===== config.mk =====
export PLATFORM = sky130hd
export DESIGN_NAME = toeplitz_hash_gf2_unit
export DESIGN_NICKNAME = d
export VERILOG_FILES = /design/src/sv/thg_pkg.sv /design/src/sv/toeplitz_hash_gf2_unit.sv /design/src/sv/thg_front.sv /design/src/sv/thg_queue.sv /design/src/sv/thg_back.sv
export SDC_FILE = /design/constraint.sdc
export NUM_CORES = 1
export LEC_CHECK = 0
export ABC_AREA = 0
export BUFFER_PORTS_ARGS = -buffer_cell sky130_fd_sc_hd__buf_2
export CAP_MARGIN = 20
export CORE_MARGIN = 5
export CORE_UTILIZATION = 30
export CTS_BUF_LIST = sky130_fd_sc_hd__clkbuf_4
export DETAILED_ROUTE_END_ITERATION = 8
export SETUP_SLACK_MARGIN = 0.1
export SYNTH_ARGS = -nofsm -noshare
export SYNTH_HDL_FRONTEND = slang
export SYNTH_SLANG_ARGS = --single-unit

===== constraint.sdc =====
create_clock -name clk -period 3.15 [get_ports clk]
set_input_delay 0.315 -clock clk [delete_from_list [all_inputs] [get_ports clk]]
set_output_delay 0.315 -clock clk [all_outputs]
set_load 0.05 [all_outputs]

===== src/sv/thg_pkg.sv =====
package thg_pkg;

    // Key length in bits and number of hash rows
    localparam int KEY_LEN    = 64;
    localparam int PA_LEN     = 32;

    // Field and register widths
    localparam int HASH_W     = 32;
    localparam int ROWS       = (PA_LEN > HASH_W) ? HASH_W : PA_LEN;
    localparam int TOP_ROW_W  = 64;
    localparam int LEFT_COL_W = 32;
    localparam int CFG_DATA_W = 64;
    localparam int CFG_IDX_W  = 1;

    // Bit counter saturates at KEY_LEN, so it must hold KEY_LEN itself
    localparam int IDX_W      = $clog2(KEY_LEN + 1);
    localparam int ROW_SEL_W  = $clog2(TOP_ROW_W);

    // Request queue between front and back
    localparam int Q_DEPTH    = 2;
    localparam int Q_PTR_W    = $clog2(Q_DEPTH);
    localparam int Q_CNT_W    = $clog2(Q_DEPTH + 1);

    typedef enum logic [CFG_IDX_W-1:0] {
        CFG_TOP_ROW,
        CFG_LEFT_COL
    } thg_cfg_reg_t;

    // One classified key bit as it travels from front to back
    typedef struct packed {
        logic key_bit;   // key bit value
        logic last;      // closes the round, a result follows
        logic first;     // first bit of the round: reload the column
        logic take;      // bit lies inside KEY_LEN and is applied
        logic top;       // top_row bit entering the column on top
        logic overrun;   // round has seen bits beyond KEY_LEN so far
    } thg_op_t;

endpackage


===== src/sv/toeplitz_hash_gf2_unit.sv =====
// Toeplitz hash over GF(2) for privacy amplification. Key bits enter one per
// request, bit 0 first, with last_bit marking the final bit of a key; the
// request carrying last_bit yields one result, hash_value (bit j = parity of
// matrix row j) and overrun (bits beyond KEY_LEN arrived and were dropped).
// The block takes one key bit per cycle while in_ready is high; the back end
// shifts the column and XORs it in for each popped bit. With nothing queued,
// a last bit goes into the request queue, then into the result register on
// out_valid. A two-entry request queue separates the input from the result
// register, so in_ready drops only while a finished hash waits on out_ready
// and two more requests are queued behind it. The user must write top_row and
// left_col through the cfg port between keys; the block does not enforce it.
module toeplitz_hash_gf2_unit (
    input  logic                            clk,
    input  logic                            rst_n,
    input  logic                            cfg_write,
    input  logic [thg_pkg::CFG_IDX_W-1:0]   cfg_index,
    input  logic [thg_pkg::CFG_DATA_W-1:0]  cfg_data,
    input  logic                            in_valid,
    output logic                            in_ready,
    input  logic                            key_bit,
    input  logic                            last_bit,
    output logic                            out_valid,
    input  logic                            out_ready,
    output logic [thg_pkg::HASH_W-1:0]      hash_value,
    output logic                            overrun
);
    import thg_pkg::*;

    logic [TOP_ROW_W-1:0]  top_row_reg;
    logic [LEFT_COL_W-1:0] left_col_reg;
    logic                  q_full;
    logic                  q_push;
    thg_op_t               q_push_op;
    logic                  q_pop;
    logic                  q_head_valid;
    thg_op_t               q_head_op;

    // Decode configuration writes
    always_ff @(posedge clk or negedge rst_n)
    begin
        if (!rst_n)
        begin
            top_row_reg  <= '0;
            left_col_reg <= '0;
        end
        else if (cfg_write)
        begin
            unique case (thg_cfg_reg_t'(cfg_index))
                CFG_TOP_ROW:  top_row_reg  <= TOP_ROW_W'(cfg_data);
                CFG_LEFT_COL: left_col_reg <= LEFT_COL_W'(cfg_data);
                default: ;
            endcase
        end
    end

    thg_front u_front (
        .clk      (clk),
        .rst_n    (rst_n),
        .in_valid (in_valid),
        .in_ready (in_ready),
        .key_bit  (key_bit),
        .last_bit (last_bit),
        .top_row  (top_row_reg),
        .q_full   (q_full),
        .q_push   (q_push),
        .q_op     (q_push_op)
    );

    thg_queue u_queue (
        .clk        (clk),
        .rst_n      (rst_n),
        .push       (q_push),
        .push_op    (q_push_op),
        .full       (q_full),
        .pop        (q_pop),
        .head_valid (q_head_valid),
        .head_op    (q_head_op)
    );

    thg_back u_back (
        .clk        (clk),
        .rst_n      (rst_n),
        .left_col   (left_col_reg),
        .head_valid (q_head_valid),
        .head_op    (q_head_op),
        .pop        (q_pop),
        .out_valid  (out_valid),
        .out_ready  (out_ready),
        .hash_value (hash_value),
        .overrun    (overrun)
    );

endmodule


===== src/sv/thg_front.sv =====
module thg_front (
    input  logic                             clk,
    input  logic                             rst_n,
    input  logic                             in_valid,
    output logic                             in_ready,
    input  logic                             key_bit,
    input  logic                             last_bit,
    input  logic [thg_pkg::TOP_ROW_W-1:0]    top_row,
    input  logic                             q_full,
    output logic                             q_push,
    output thg_pkg::thg_op_t                 q_op
);
    import thg_pkg::*;

    logic [IDX_W-1:0] bit_index_reg;
    logic [IDX_W-1:0] bit_index_next;
    logic             overrun_reg;
    logic             overrun_next;
    logic             take;
    logic             accept;

    // Take a request whenever the queue has room
    assign in_ready = !q_full;
    assign accept   = in_valid && in_ready;
    assign q_push   = accept;

    // Classify the incoming bit against the round position
    assign take = (bit_index_reg < IDX_W'(KEY_LEN));

    always_comb
    begin
        q_op.key_bit = key_bit;
        q_op.last    = last_bit;
        q_op.first   = (bit_index_reg == '0);
        q_op.take    = take;
        q_op.top     = top_row[ROW_SEL_W'(bit_index_reg)];
        q_op.overrun = overrun_reg || !take;
    end

    // Advance the position, saturating at KEY_LEN; clear at end of round
    always_comb
    begin
        bit_index_next = bit_index_reg;
        overrun_next   = overrun_reg;
        if (accept)
        begin
            if (last_bit)
            begin
                bit_index_next = '0;
                overrun_next   = 1'b0;
            end
            else
            begin
                if (take)
                begin
                    bit_index_next = bit_index_reg + IDX_W'(1);
                end
                overrun_next = overrun_reg || !take;
            end
        end
    end

    always_ff @(posedge clk or negedge rst_n)
    begin
        if (!rst_n)
        begin
            bit_index_reg <= '0;
            overrun_reg   <= 1'b0;
        end
        else
        begin
            bit_index_reg <= bit_index_next;
            overrun_reg   <= overrun_next;
        end
    end

endmodule


===== src/sv/thg_queue.sv =====
module thg_queue (
    input  logic                 clk,
    input  logic                 rst_n,
    input  logic                 push,
    input  thg_pkg::thg_op_t     push_op,
    output logic                 full,
    input  logic                 pop,
    output logic                 head_valid,
    output thg_pkg::thg_op_t     head_op
);
    import thg_pkg::*;

    thg_op_t              slot_reg [Q_DEPTH];
    logic [Q_PTR_W-1:0]   wr_ptr_reg;
    logic [Q_PTR_W-1:0]   rd_ptr_reg;
    logic [Q_CNT_W-1:0]   count_reg;
    logic [Q_CNT_W-1:0]   count_next;

    assign full       = (count_reg == Q_CNT_W'(Q_DEPTH));
    assign head_valid = (count_reg != '0);
    assign head_op    = slot_reg[rd_ptr_reg];

    // Track occupancy
    always_comb
    begin
        count_next = count_reg;
        if (push && !pop)
        begin
            count_next = count_reg + Q_CNT_W'(1);
        end
        else if (pop && !push)
        begin
            count_next = count_reg - Q_CNT_W'(1);
        end
    end

    // Advance pointers
    always_ff @(posedge clk or negedge rst_n)
    begin
        if (!rst_n)
        begin
            wr_ptr_reg <= '0;
            rd_ptr_reg <= '0;
            count_reg  <= '0;
        end
        else
        begin
            if (push)
            begin
                wr_ptr_reg <= wr_ptr_reg + Q_PTR_W'(1);
            end
            if (pop)
            begin
                rd_ptr_reg <= rd_ptr_reg + Q_PTR_W'(1);
            end
            count_reg <= count_next;
        end
    end

    // Hold request payloads
    always_ff @(posedge clk)
    begin
        if (push)
        begin
            slot_reg[wr_ptr_reg] <= push_op;
        end
    end

endmodule


===== src/sv/thg_back.sv =====
module thg_back (
    input  logic                             clk,
    input  logic                             rst_n,
    input  logic [thg_pkg::LEFT_COL_W-1:0]   left_col,
    input  logic                             head_valid,
    input  thg_pkg::thg_op_t                 head_op,
    output logic                             pop,
    output logic                             out_valid,
    input  logic                             out_ready,
    output logic [thg_pkg::HASH_W-1:0]       hash_value,
    output logic                             overrun
);
    import thg_pkg::*;

    logic [ROWS-1:0]    acc_reg;
    logic [ROWS-1:0]    acc_next;
    logic [ROWS-1:0]    column_reg;
    logic [ROWS-1:0]    column_next;
    logic [ROWS-1:0]    column_step;
    logic               out_valid_reg;
    logic               out_valid_next;
    logic [HASH_W-1:0]  hash_reg;
    logic               overrun_reg;

    // Pop freely unless a result must land in an output slot that is occupied and stalled
    assign pop = head_valid && (!head_op.last || !out_valid_reg || out_ready);

    // New column: reload from left_col on the first bit, else shift down a row
    always_comb
    begin
        if (head_op.first)
        begin
            column_step = ROWS'({left_col[LEFT_COL_W-1:1], head_op.top});
        end
        else
        begin
            column_step = ROWS'({column_reg, head_op.top});
        end
    end

    // Fold the column into the accumulator; clear at end of round
    always_comb
    begin
        acc_next    = acc_reg;
        column_next = column_reg;
        if (pop && head_op.take)
        begin
            column_next = column_step;
            if (head_op.key_bit)
            begin
                acc_next = acc_reg ^ column_step;
            end
        end
    end

    assign out_valid_next = (out_valid_reg && !out_ready) || (pop && head_op.last);

    always_ff @(posedge clk or negedge rst_n)
    begin
        if (!rst_n)
        begin
            acc_reg       <= '0;
            column_reg    <= '0;
            out_valid_reg <= 1'b0;
        end
        else
        begin
            out_valid_reg <= out_valid_next;
            if (pop && head_op.last)
            begin
                acc_reg    <= '0;
                column_reg <= '0;
            end
            else
            begin
                acc_reg    <= acc_next;
                column_reg <= column_next;
            end
        end
    end

    // Load the result register
    always_ff @(posedge clk)
    begin
        if (pop && head_op.last)
        begin
            hash_reg    <= HASH_W'(acc_next);
            overrun_reg <= head_op.overrun;
        end
    end

    assign out_valid  = out_valid_reg;
    assign hash_value = hash_reg;
    assign overrun    = overrun_reg;

endmodule


==> impl_metrics.yaml, run 1 <==
run_status:
  status: "finished, final reports clean"
clocking:
  cts_buffers: 54
  post-cts-setup-buffer-count: 0
  cts_max_level: 2
  numClockSinks: 216
  clkLatencyLatePin_ns: 0.67
  cts_tree: "built"
  cts_resized: 0
  root_buffer: "clkbuf_4"
  clk_path_buf_depth: 3
  clk_pin_slew_ns: 0.07
grt:
  grt_pass1_wl_um: 35130
  grt_max_degree: 85
  grtUsageTotal_pct: 12.75
  grt_antenna_before_repair: 3
  grt_pass1_vias: 6499
  grt.overflow.total: 0
placement:
  gp_congestion: 0.7431
  numPortBuffers: 106
  place_ws_ns: 0.7048
  hpwl_um: 14240
synth:
  synth_area_per_cell_um2: 13.77
  yosys_warnings: 0
  synth_edf_count: 45
  syn_inst: 667
  yosysSeqAreaShare_pct: 61.28
  muxShareOfSynthArea_pct: 20.44
  syn_nets: 742
  synth_compound_area_share_pct: 8.253
  synthArstFlopShare_pct: 79.17
  netlist-cell-type-count: 44
  synth_fa_ha_area_share_pct: 0.4086
  netlist_area_um2: 9188
  yosys.area_share.simple_pct: 6.727
  synth_seq_cells: 216
  synth-main-ff-cell: "dfrtp_1"
  yosys.area_share.xor_xnor_pct: 0.4766
  synth_top_family_by_area: "multiplexers"
layout:
  syn2layout_area_growth_pct: 25.96
  nets: 947
  fillers: 2960
  layout-drive-gt1-share_pct: 35.22
  largest_register_ffs: 64
  layout.cells.most_common: "dfrtp_1"
  mostFrequentLayoutCells: "dfrtp_1, buf_2, mux2_2"
pwr:
  total_power_uw: 10620
  p_leak_uw: 0.005039
  pwr-share-comb_pct: 37.3
  p_sw_share_pct: 39.06
  internal_power_uw: 6474
  power_density_nw_per_um2: 918.1
  power_frac_clock_pct: 22.0
  vdd_drop_max_mv: 0.3676
  p_seq_share_pct: 40.8
  netSwitchingPower_uw: 4150
worst_setup_path:
  start_kind: "register"
  cp-end-kind: "register"
  critPathArrivalTime_ns: 2.82
  crit_type: "reg -> reg"
  crit_fanout: 23
  required_ns: 3.50
floorplanning:
  placementRows: 64
  die_x_um: 185
  core_um2: 30430
  die_area_um2: 34230
  die_h_um: 185
  initial_utilization_pct: 30.19
  top_level_ports: 107
drt:
  detail_route.wl_per_cell_um: 16.38
  initialDrtViolationCount: 307
  via_per_inst: 4.633
  routed_wl_um: 21540
  drc: 0
  ant_nets: 0
  num_vias: 6092
  firstDrtPassIters: 4
sta:
  finalCriticalPeriod_ns: 2.467
  finClkSkew_ns: 0.05537
  finalHoldViolCount: 0
  worst_pin_slew_ns: 0.8773
  setup_viol: 0
  slew-limit-headroom_pct: 41.52
  fmax_mhz: 405.3
  holdWs_ns: 0.1141
  setup_slack_ns: 0.6827
  rsz0062_at_grt: "no"
  period_share_pct: 78.33
  drv_slew: 0
  tns_ns: 0
worst_hold_path:
  hp-class: "in -> reg"
flow_run:
  cap_violations: 0
-- power by group through the flow --
stage | registers [µW] | clock network (µW) | logic (µW)
3_5_place_dp | 4380 | 0 | 3950
2_1_floorplan | 4910 | 0 | 2360
5_1_grt | 4430 | 2570 | 4360
6_report | 4330 | 2330 | 3960
3_3_place_gp | 4360 | 0 | 3870
4_1_cts | 4330 | 2420 | 4020
-- Yosys cell counts (15+ instances only) --
cell type,instances,share of area [%]
a211oi_1,16,1.3
mux2i_1,34,3.7
or3_1,32,2.2
o21ai_0,35,1.9
mux2_2,99,12
dfrtp_1,171,47
o2bb2ai_1,15,1.4
a21oi_1,38,2.1
clkbuf_1,23,0.94
nand2_1,40,1.6
edfxtp_1,45,15
nor2_1,21,0.86
-- area by class of cell --
class                           count  area, µm²  share of cell area (%)
Clock buffer                       82      615.6                   5.320
Multi-Input combinational cell    404       3368                   29.11
Clock inverter                     19      83.83                  0.7244
Timing Repair Buffer              187       1340                   11.58
Sequential cell                   216       5630                   48.65
Inverter                            9      33.78                  0.2919
Tap cell                          396      495.5                   4.282
Antenna cell                        2      5.005                 0.04325
-- what timing repair did --
action / CTS / global route
endpoints found under the hold margin: 189 / 0
hold buffers: 68 / 0
endpoints found under the setup margin: 0 / 0
-- kinds of logic (layout without fill, tap and decap cells) --
group,after synthesis,after routing
compound gates,121,121
xor+xnor,5,5
fa+ha+maj,3,3
buf+inv,47,297
flops,216,216
mux,151,151
other cells,0,2
simple gates,124,124
-- through the flow --
step	area, µm²	cells	util, %
6_report	11570	1315	38.03
5_1_grt	11570	1315	38.03
4_1_cts	11570	1313	38.01
3_5_place_dp	10190	1144	33.48
3_3_place_gp	10190	1144	33.48
2_1_floorplan	9188	667	-
-- worst max-delay path: stages, from the launching register on --
cell and delay [ns]:
dfrtp_1 0.92, mux4_2 0.43, a22oi_2 0.19, a311oi_1 0.10, or4_1 0.54
-- metal layers --
| metal | vias to the layer above | track usage, % | routed length [µm] |
|---|---|---|---|
| met3 | 35 | 3.142 | 1065 |
| met2 | 157 | 20.53 | 10110 |
| li1 | 2948 | - | - |
| met4 | 4 | 3.934 | 388 |
| met1 | 2948 | 17.11 | 9953 |
| met5 | - | 0 | 14 |
-- worst paths after layout --
check | slack (ns) | depth (start not counted) | end | from
max reg2reg | 0.68 | 4 | u_queue.slot_reg[1][1] | u_front.bit_index_reg[2]
min | 0.11 | 3 | u_queue.wr_ptr_reg | in_valid
min reg2reg | 0.49 | 1 | u_back.column_reg[7] | u_back.column_reg[7]
max in group asynchronous | 1.94 | 3 | u_back.acc_reg[21] | rst_n
min in group asynchronous | 0.28 | 2 | left_col_reg[4] | rst_n
max | 0.68 | 4 | u_queue.slot_reg[1][1] | u_front.bit_index_reg[2]
No activity file was read; power rests on OpenSTA's default activity.
==> run 2: changes to the inputs <==
==> constraint.sdc (replaced) <==
create_clock -name clk -period 2.4 [get_ports clk]
set_input_delay 0.24 -clock clk [delete_from_list [all_inputs] [get_ports clk]]
set_output_delay 0.24 -clock clk [all_outputs]
set_load 0.05 [all_outputs]
==> run 2 against run 1 <==
Total power is 32% higher. Global-route usage is 0.23 points lower. Die area stayed put. Sequential power is 29% higher. Via count is 1.3% higher. Cell area is 1.0% higher. Hold slack better by 0.035 ns. Clock skew is 0.015 ns higher. Utilization is 0.39 points higher. Worst setup slack worse by 0.48 ns. Critical endpoint unchanged. Clock-buffer cell count is 8 lower.
==> impl_metrics.yaml, run 2 (synthesis results as in run 1) <==
sta:
  tns_ns: 0
  finalCriticalPeriod_ns: 2.201
  worst_pin_slew_ns: 0.6422
  finClkSkew_ns: 0.07014
  holdWs_ns: 0.1486
  finalHoldViolCount: 0
  setup_viol: 0
  period_share_pct: 91.70
  fmax_mhz: 454.4
  slew-limit-headroom_pct: 57.19
  rsz0062_at_grt: "no"
  drv_slew: 0
layout:
  layout-drive-gt1-share_pct: 35.31
  layout.cells.most_common: "dfrtp_1"
  largest_register_ffs: 64
  stdcell_count: 1324
  nets: 963
  mostFrequentLayoutCells: "dfrtp_1, buf_2, mux2_2"
  syn2layout_area_growth_pct: 27.26
clocking:
  cts_max_level: 2
  numClockSinks: 216
  clkLatencyLatePin_ns: 0.68
  clk_pin_slew_ns: 0.07
  clk_path_buf_depth: 3
  cts_tree: "built"
  cts_buffers: 56
  root_buffer: "clkbuf_4"
pwr:
  p_leak_uw: 0.005092
  netSwitchingPower_uw: 5433
  p_sw_share_pct: 38.83
  internal_power_uw: 8561
  vdd_drop_max_mv: 0.4791
  p_seq_share_pct: 40.0
  power_frac_clock_pct: 20.7
  power_density_nw_per_um2: 1197
  pwr-share-comb_pct: 39.2
floorplanning:
  die_area_um2: 34230
  placementRows: 64
  die_h_um: 185
  die_x_um: 185
  core_um2: 30430
  initial_utilization_pct: 30.19
  top_level_ports: 107
worst_setup_path:
  worstPathCellList: "buf_4, mux4_1, a22oi_2, a311oi_1, or4_1"
  crit_fanout: 3
  required_ns: 2.77
  start_kind: "register"
  critPathArrivalTime_ns: 2.57
  critPathSlowestCell: "mux4_1"
  slowest_delay_ns: 0.56
  cp-end-kind: "register"
  crit_type: "reg -> reg"
grt:
  grt.overflow.total: 0
  grt_pass1_vias: 6463
  grt_pass1_wl_um: 34590
  grt_max_degree: 81
  grt_antenna_before_repair: 3
  grtUsageTotal_pct: 12.52
drt:
  ant_nets: 0
  firstDrtPassIters: 4
  num_vias: 6172
  initialDrtViolationCount: 255
  via_per_inst: 4.662
  detail_route.wl_per_cell_um: 16.04
  routed_wl_um: 21240
  drc: 0
worst_hold_path:
  hp-class: "in -> async"
placement:
  gp_congestion: 0.7671
  numPlacedInstances: 1152
  numPortBuffers: 106
  hpwl_um: 14490
flow_run:
  cap_violations: 0
run_status:
  status: "finished, final reports clean"
==> run 2: cell types whose count changed in the layout (fill, tap and decap cells not counted), sizes merged <==
cell,previous run,this run
buf,119,132
clkbuf,82,74
clkinv,18,22
dlygate4sd3,68,69
inv,9,8
==> run 2: worst paths after layout <==
check	startpoint	end	slack, ns	cells after the start
worst max-delay path	u_front.bit_index_reg[0]	u_queue.slot_reg[1][1]	0.20	5
worst min-delay path	rst_n	u_back.acc_reg[4]	0.15	2
worst max register to register	u_front.bit_index_reg[0]	u_queue.slot_reg[1][1]	0.20	5
worst min register to register	u_back.column_reg[28]	u_back.column_reg[28]	0.49	1
max in group asynchronous	rst_n	left_col_reg[30]	1.42	3
min in group clk	cfg_write	left_col_reg[15]	0.30	4
==> run 2: layer usage <==
layer / vias up / GRT usage (%) / routed length (µm)
li1: 2963 / - / -
met1: 3029 / 17.00 / 9823
met2: 144 / 19.61 / 9770
met3: 34 / 3.280 / 1108
met4: 2 / 4.228 / 529
met5: - / 0 / 11
==> run 2: critical path, delay by kind of cell, from the launching register on <==
kind	cells	cell delay (ns)
muxes	1	0.56
and+or+nand+nor	1	0.51
DFF	1	0.40
AOI/OAI and AO/OA	2	0.31
buffers and inverters	1	0.16
==> run 2: layout make-up <==
type                       instances  area, µm²
sequential                       216       5630
inverter                           9      33.78
multi-input combinational        404       3373
timing repair buffer             201       1505
antenna                            2      5.005
tap                              396      495.5
clock inverter                    22      93.84
clock buffer                      74      555.5
fill                            2930      18740
==> run 2: timing repair <==
action                                 4_1_cts  5_1_grt
gates resized for setup                      0        3
buffers inserted                             0        5
endpoints found under the hold margin      214        0
setup endpoints to repair                    0        2
hold buffers                                69        0
==> run 2: power groups by stage <==
stage	combinational (µW)	sequential, µW	clock [µW]
after CTS	5450	5610	3020
final	5490	5600	2900
after global placement	5250	5650	0
after floorplan	3110	6440	0
after detailed placement	5350	5680	0
after global routing	6030	5740	3230
==> run 2: stage by stage <==
step	utilization (%)	total power [µW]	worst slack [ns]	area, µm²
2_1_floorplan	-	9545	0.2738	9189
3_3_place_gp	33.80	10900	0.1794	10280
3_5_place_dp	33.80	11030	0.1333	10280
4_1_cts	38.20	14080	0.1301	11620
5_1_grt	38.43	15000	0.1229	11690
6_report	38.43	13990	0.1992	11690
==> run 3: changes to the inputs <==
--- a/config.mk
+++ b/config.mk
@@ -12,6 +12,7 @@
 export CORE_UTILIZATION = 30
 export CTS_BUF_LIST = sky130_fd_sc_hd__clkbuf_4
 export DETAILED_ROUTE_END_ITERATION = 8
+export PLACE_DENSITY = 0.45
 export SETUP_SLACK_MARGIN = 0.1
 export SYNTH_ARGS = -nofsm -noshare
 export SYNTH_HDL_FRONTEND = slang
==> run 3 against run 2 <==
Maximum frequency down 0.54%. Total power up 3.2%. Combinational power decreased by 0.7%. Cell area rose by 0.75%. Worst setup slack worse by 0.012 ns. Largest cell class unchanged.
==> impl_metrics.yaml, run 3 (synthesis results as in run 1) <==
run_status:
  status: "finished, final reports clean"
worst_setup_path:
  worstPathCellList: "buf_4, mux4_1, a22oi_2, a311oi_1, or4_1"
  critPathSlowestCell: "mux4_1"
  start_kind: "register"
  worstRegToRegCells: 5
  crit_type: "reg -> reg"
  slowest_delay_ns: 0.58
  reg2reg_from: "u_front.bit_index_reg[0]"
  required_ns: 2.78
  crit_fanout: 5
  critPathArrivalTime_ns: 2.60
  ff2ff_setup_slack_ns: 0.19
  path_buf_inv: 1
  cp-end-kind: "register"
  worst_path_dominant_cell_family: "multiplexers"
  rr_endpoint: "u_queue.slot_reg[0][1]"
clocking:
  post-cts-setup-buffer-count: 0
  clk_pin_slew_ns: 0.07
  cts_buffers: 57
  numClockSinks: 216
  clk_path_buf_depth: 3
  clkLatencyLatePin_ns: 0.68
  root_buffer: "clkbuf_4"
  cts_tree: "built"
  cts_max_level: 2
floorplanning:
  placementRows: 64
  core_um2: 30430
  initial_utilization_pct: 30.19
  die_x_um: 185
  die_h_um: 185
  die_area_um2: 34230
  top_level_ports: 107
sta:
  setup_viol: 0
  fmax_mhz: 451.9
  finClkSkew_ns: 0.04336
  finalCriticalPeriod_ns: 2.213
  rsz0062_at_grt: "no"
  tns_ns: 0
  slew-limit-headroom_pct: 62.08
  period_share_pct: 92.19
  drv_slew: 0
  finalHoldViolCount: 0
  worst_pin_slew_ns: 0.5667
pwr:
  p_leak_uw: 0.005143
  pwr-share-comb_pct: 37.7
  vdd_drop_max_mv: 0.4699
  p_seq_share_pct: 38.9
  p_sw_share_pct: 38.03
  total_power_uw: 14440
  netSwitchingPower_uw: 5490
  power_frac_clock_pct: 23.4
  power_density_nw_per_um2: 1226
  internal_power_uw: 8946
drt:
  drc: 0
  via_per_inst: 4.682
  detail_route.wl_per_cell_um: 16.31
  initialDrtViolationCount: 371
  ant_nets: 0
  firstDrtPassIters: 4
  num_vias: 6208
  routed_wl_um: 21630
grt:
  grtUsageTotal_pct: 12.83
  grt_pass1_wl_um: 35490
  grt_max_degree: 82
  grt_pass1_vias: 6695
  grt.overflow.total: 0
  grt_antenna_before_repair: 2
layout:
  mostFrequentLayoutCells: "dfrtp_1, buf_2, mux2_2"
  syn2layout_area_growth_pct: 28.22
  largest_register_ffs: 64
  nets: 958
  layout-drive-gt1-share_pct: 36.64
  layout.cells.most_common: "dfrtp_1"
flow_run:
  cap_violations: 0
worst_hold_path:
  whs_endpoint: "top_row_reg[28]"
  hold_depth: 3
  holdCritStartpoint: "cfg_index"
  hp-class: "in -> reg"
placement:
  gp_congestion: 0.7392
  numPortBuffers: 106
  hpwl_um: 14750
## run 3: worst max path at each step
| stage | startpoint | endpoint | slack, ns | cells after the start |
|---|---|---|---|---|
| CTS | u_front.bit_index_reg[0] | u_queue.slot_reg[0][1] | 0.13 | 5 |
| floorplan | u_queue.count_reg[0] | u_queue.count_reg[1] | 0.27 | 8 |
| global route | u_front.bit_index_reg[0] | u_queue.slot_reg[0][1] | 0.10 | 5 |
| global placement | u_front.bit_index_reg[0] | u_queue.slot_reg[0][1] | 0.20 | 5 |
| finish | u_front.bit_index_reg[0] | u_queue.slot_reg[0][1] | 0.19 | 5 |
| detailed placement | u_front.bit_index_reg[0] | u_queue.slot_reg[1][1] | 0.17 | 5 |
## run 3: timing repair
item | 4_1_cts | 5_1_grt
hold buffers | 69 | 0
endpoints found under the setup margin | 0 | 2
gates resized for setup | 0 | 1
hold endpoints to repair | 215 | 0
## run 3: power groups by stage
stage	combinational, µW	clock [µW]	sequential [µW]
4_1_cts	5530	3520	5620
2_1_floorplan	3110	0	6440
5_1_grt	5990	3730	5740
3_3_place_gp	5290	0	5660
3_5_place_dp	5430	0	5690
6_report	5450	3370	5610
## run 3: layer usage
layer | vias up | track usage (%) | wire length, µm
met3 | 42 | 3.240 | 1097
met4 | 0 | 4.316 | 447
met5 | - | 0 | 0
met1 | 3050 | 17.03 | 9917
li1 | 2956 | - | -
met2 | 160 | 20.65 | 10170
## run 3: final cells by class
class,instances,area [µm²]
clock inverter,9,63.81
clock buffer,95,713.2
sequential,216,5630
antenna,2,5.005
multi-input combinational,404,3373
tap,396,495.5
inverter,9,33.78
timing repair buffer,195,1465
fill,2939,18650
## run 3: tightest hold or removal path, stage by stage
cell and delay, ns:
buf_2 0.12, nor2b_4 0.10, mux2_2 0.24
## run 3: per-stage QoR
step | instances | hold WS [ns] | worst slack, ns | utilization, % | area [µm²]
after global routing | 1326 | 0.03102 | 0.1050 | 38.71 | 11780
after global placement | 1151 | 0.2372 | 0.1980 | 33.86 | 10300
after floorplan | 667 | -0.05559 | 0.2738 | - | 9189
after CTS | 1324 | 0.01646 | 0.1349 | 38.68 | 11770
after detailed placement | 1151 | 0.2397 | 0.1679 | 33.86 | 10300
final | 1326 | 0.07560 | 0.1873 | 38.71 | 11780
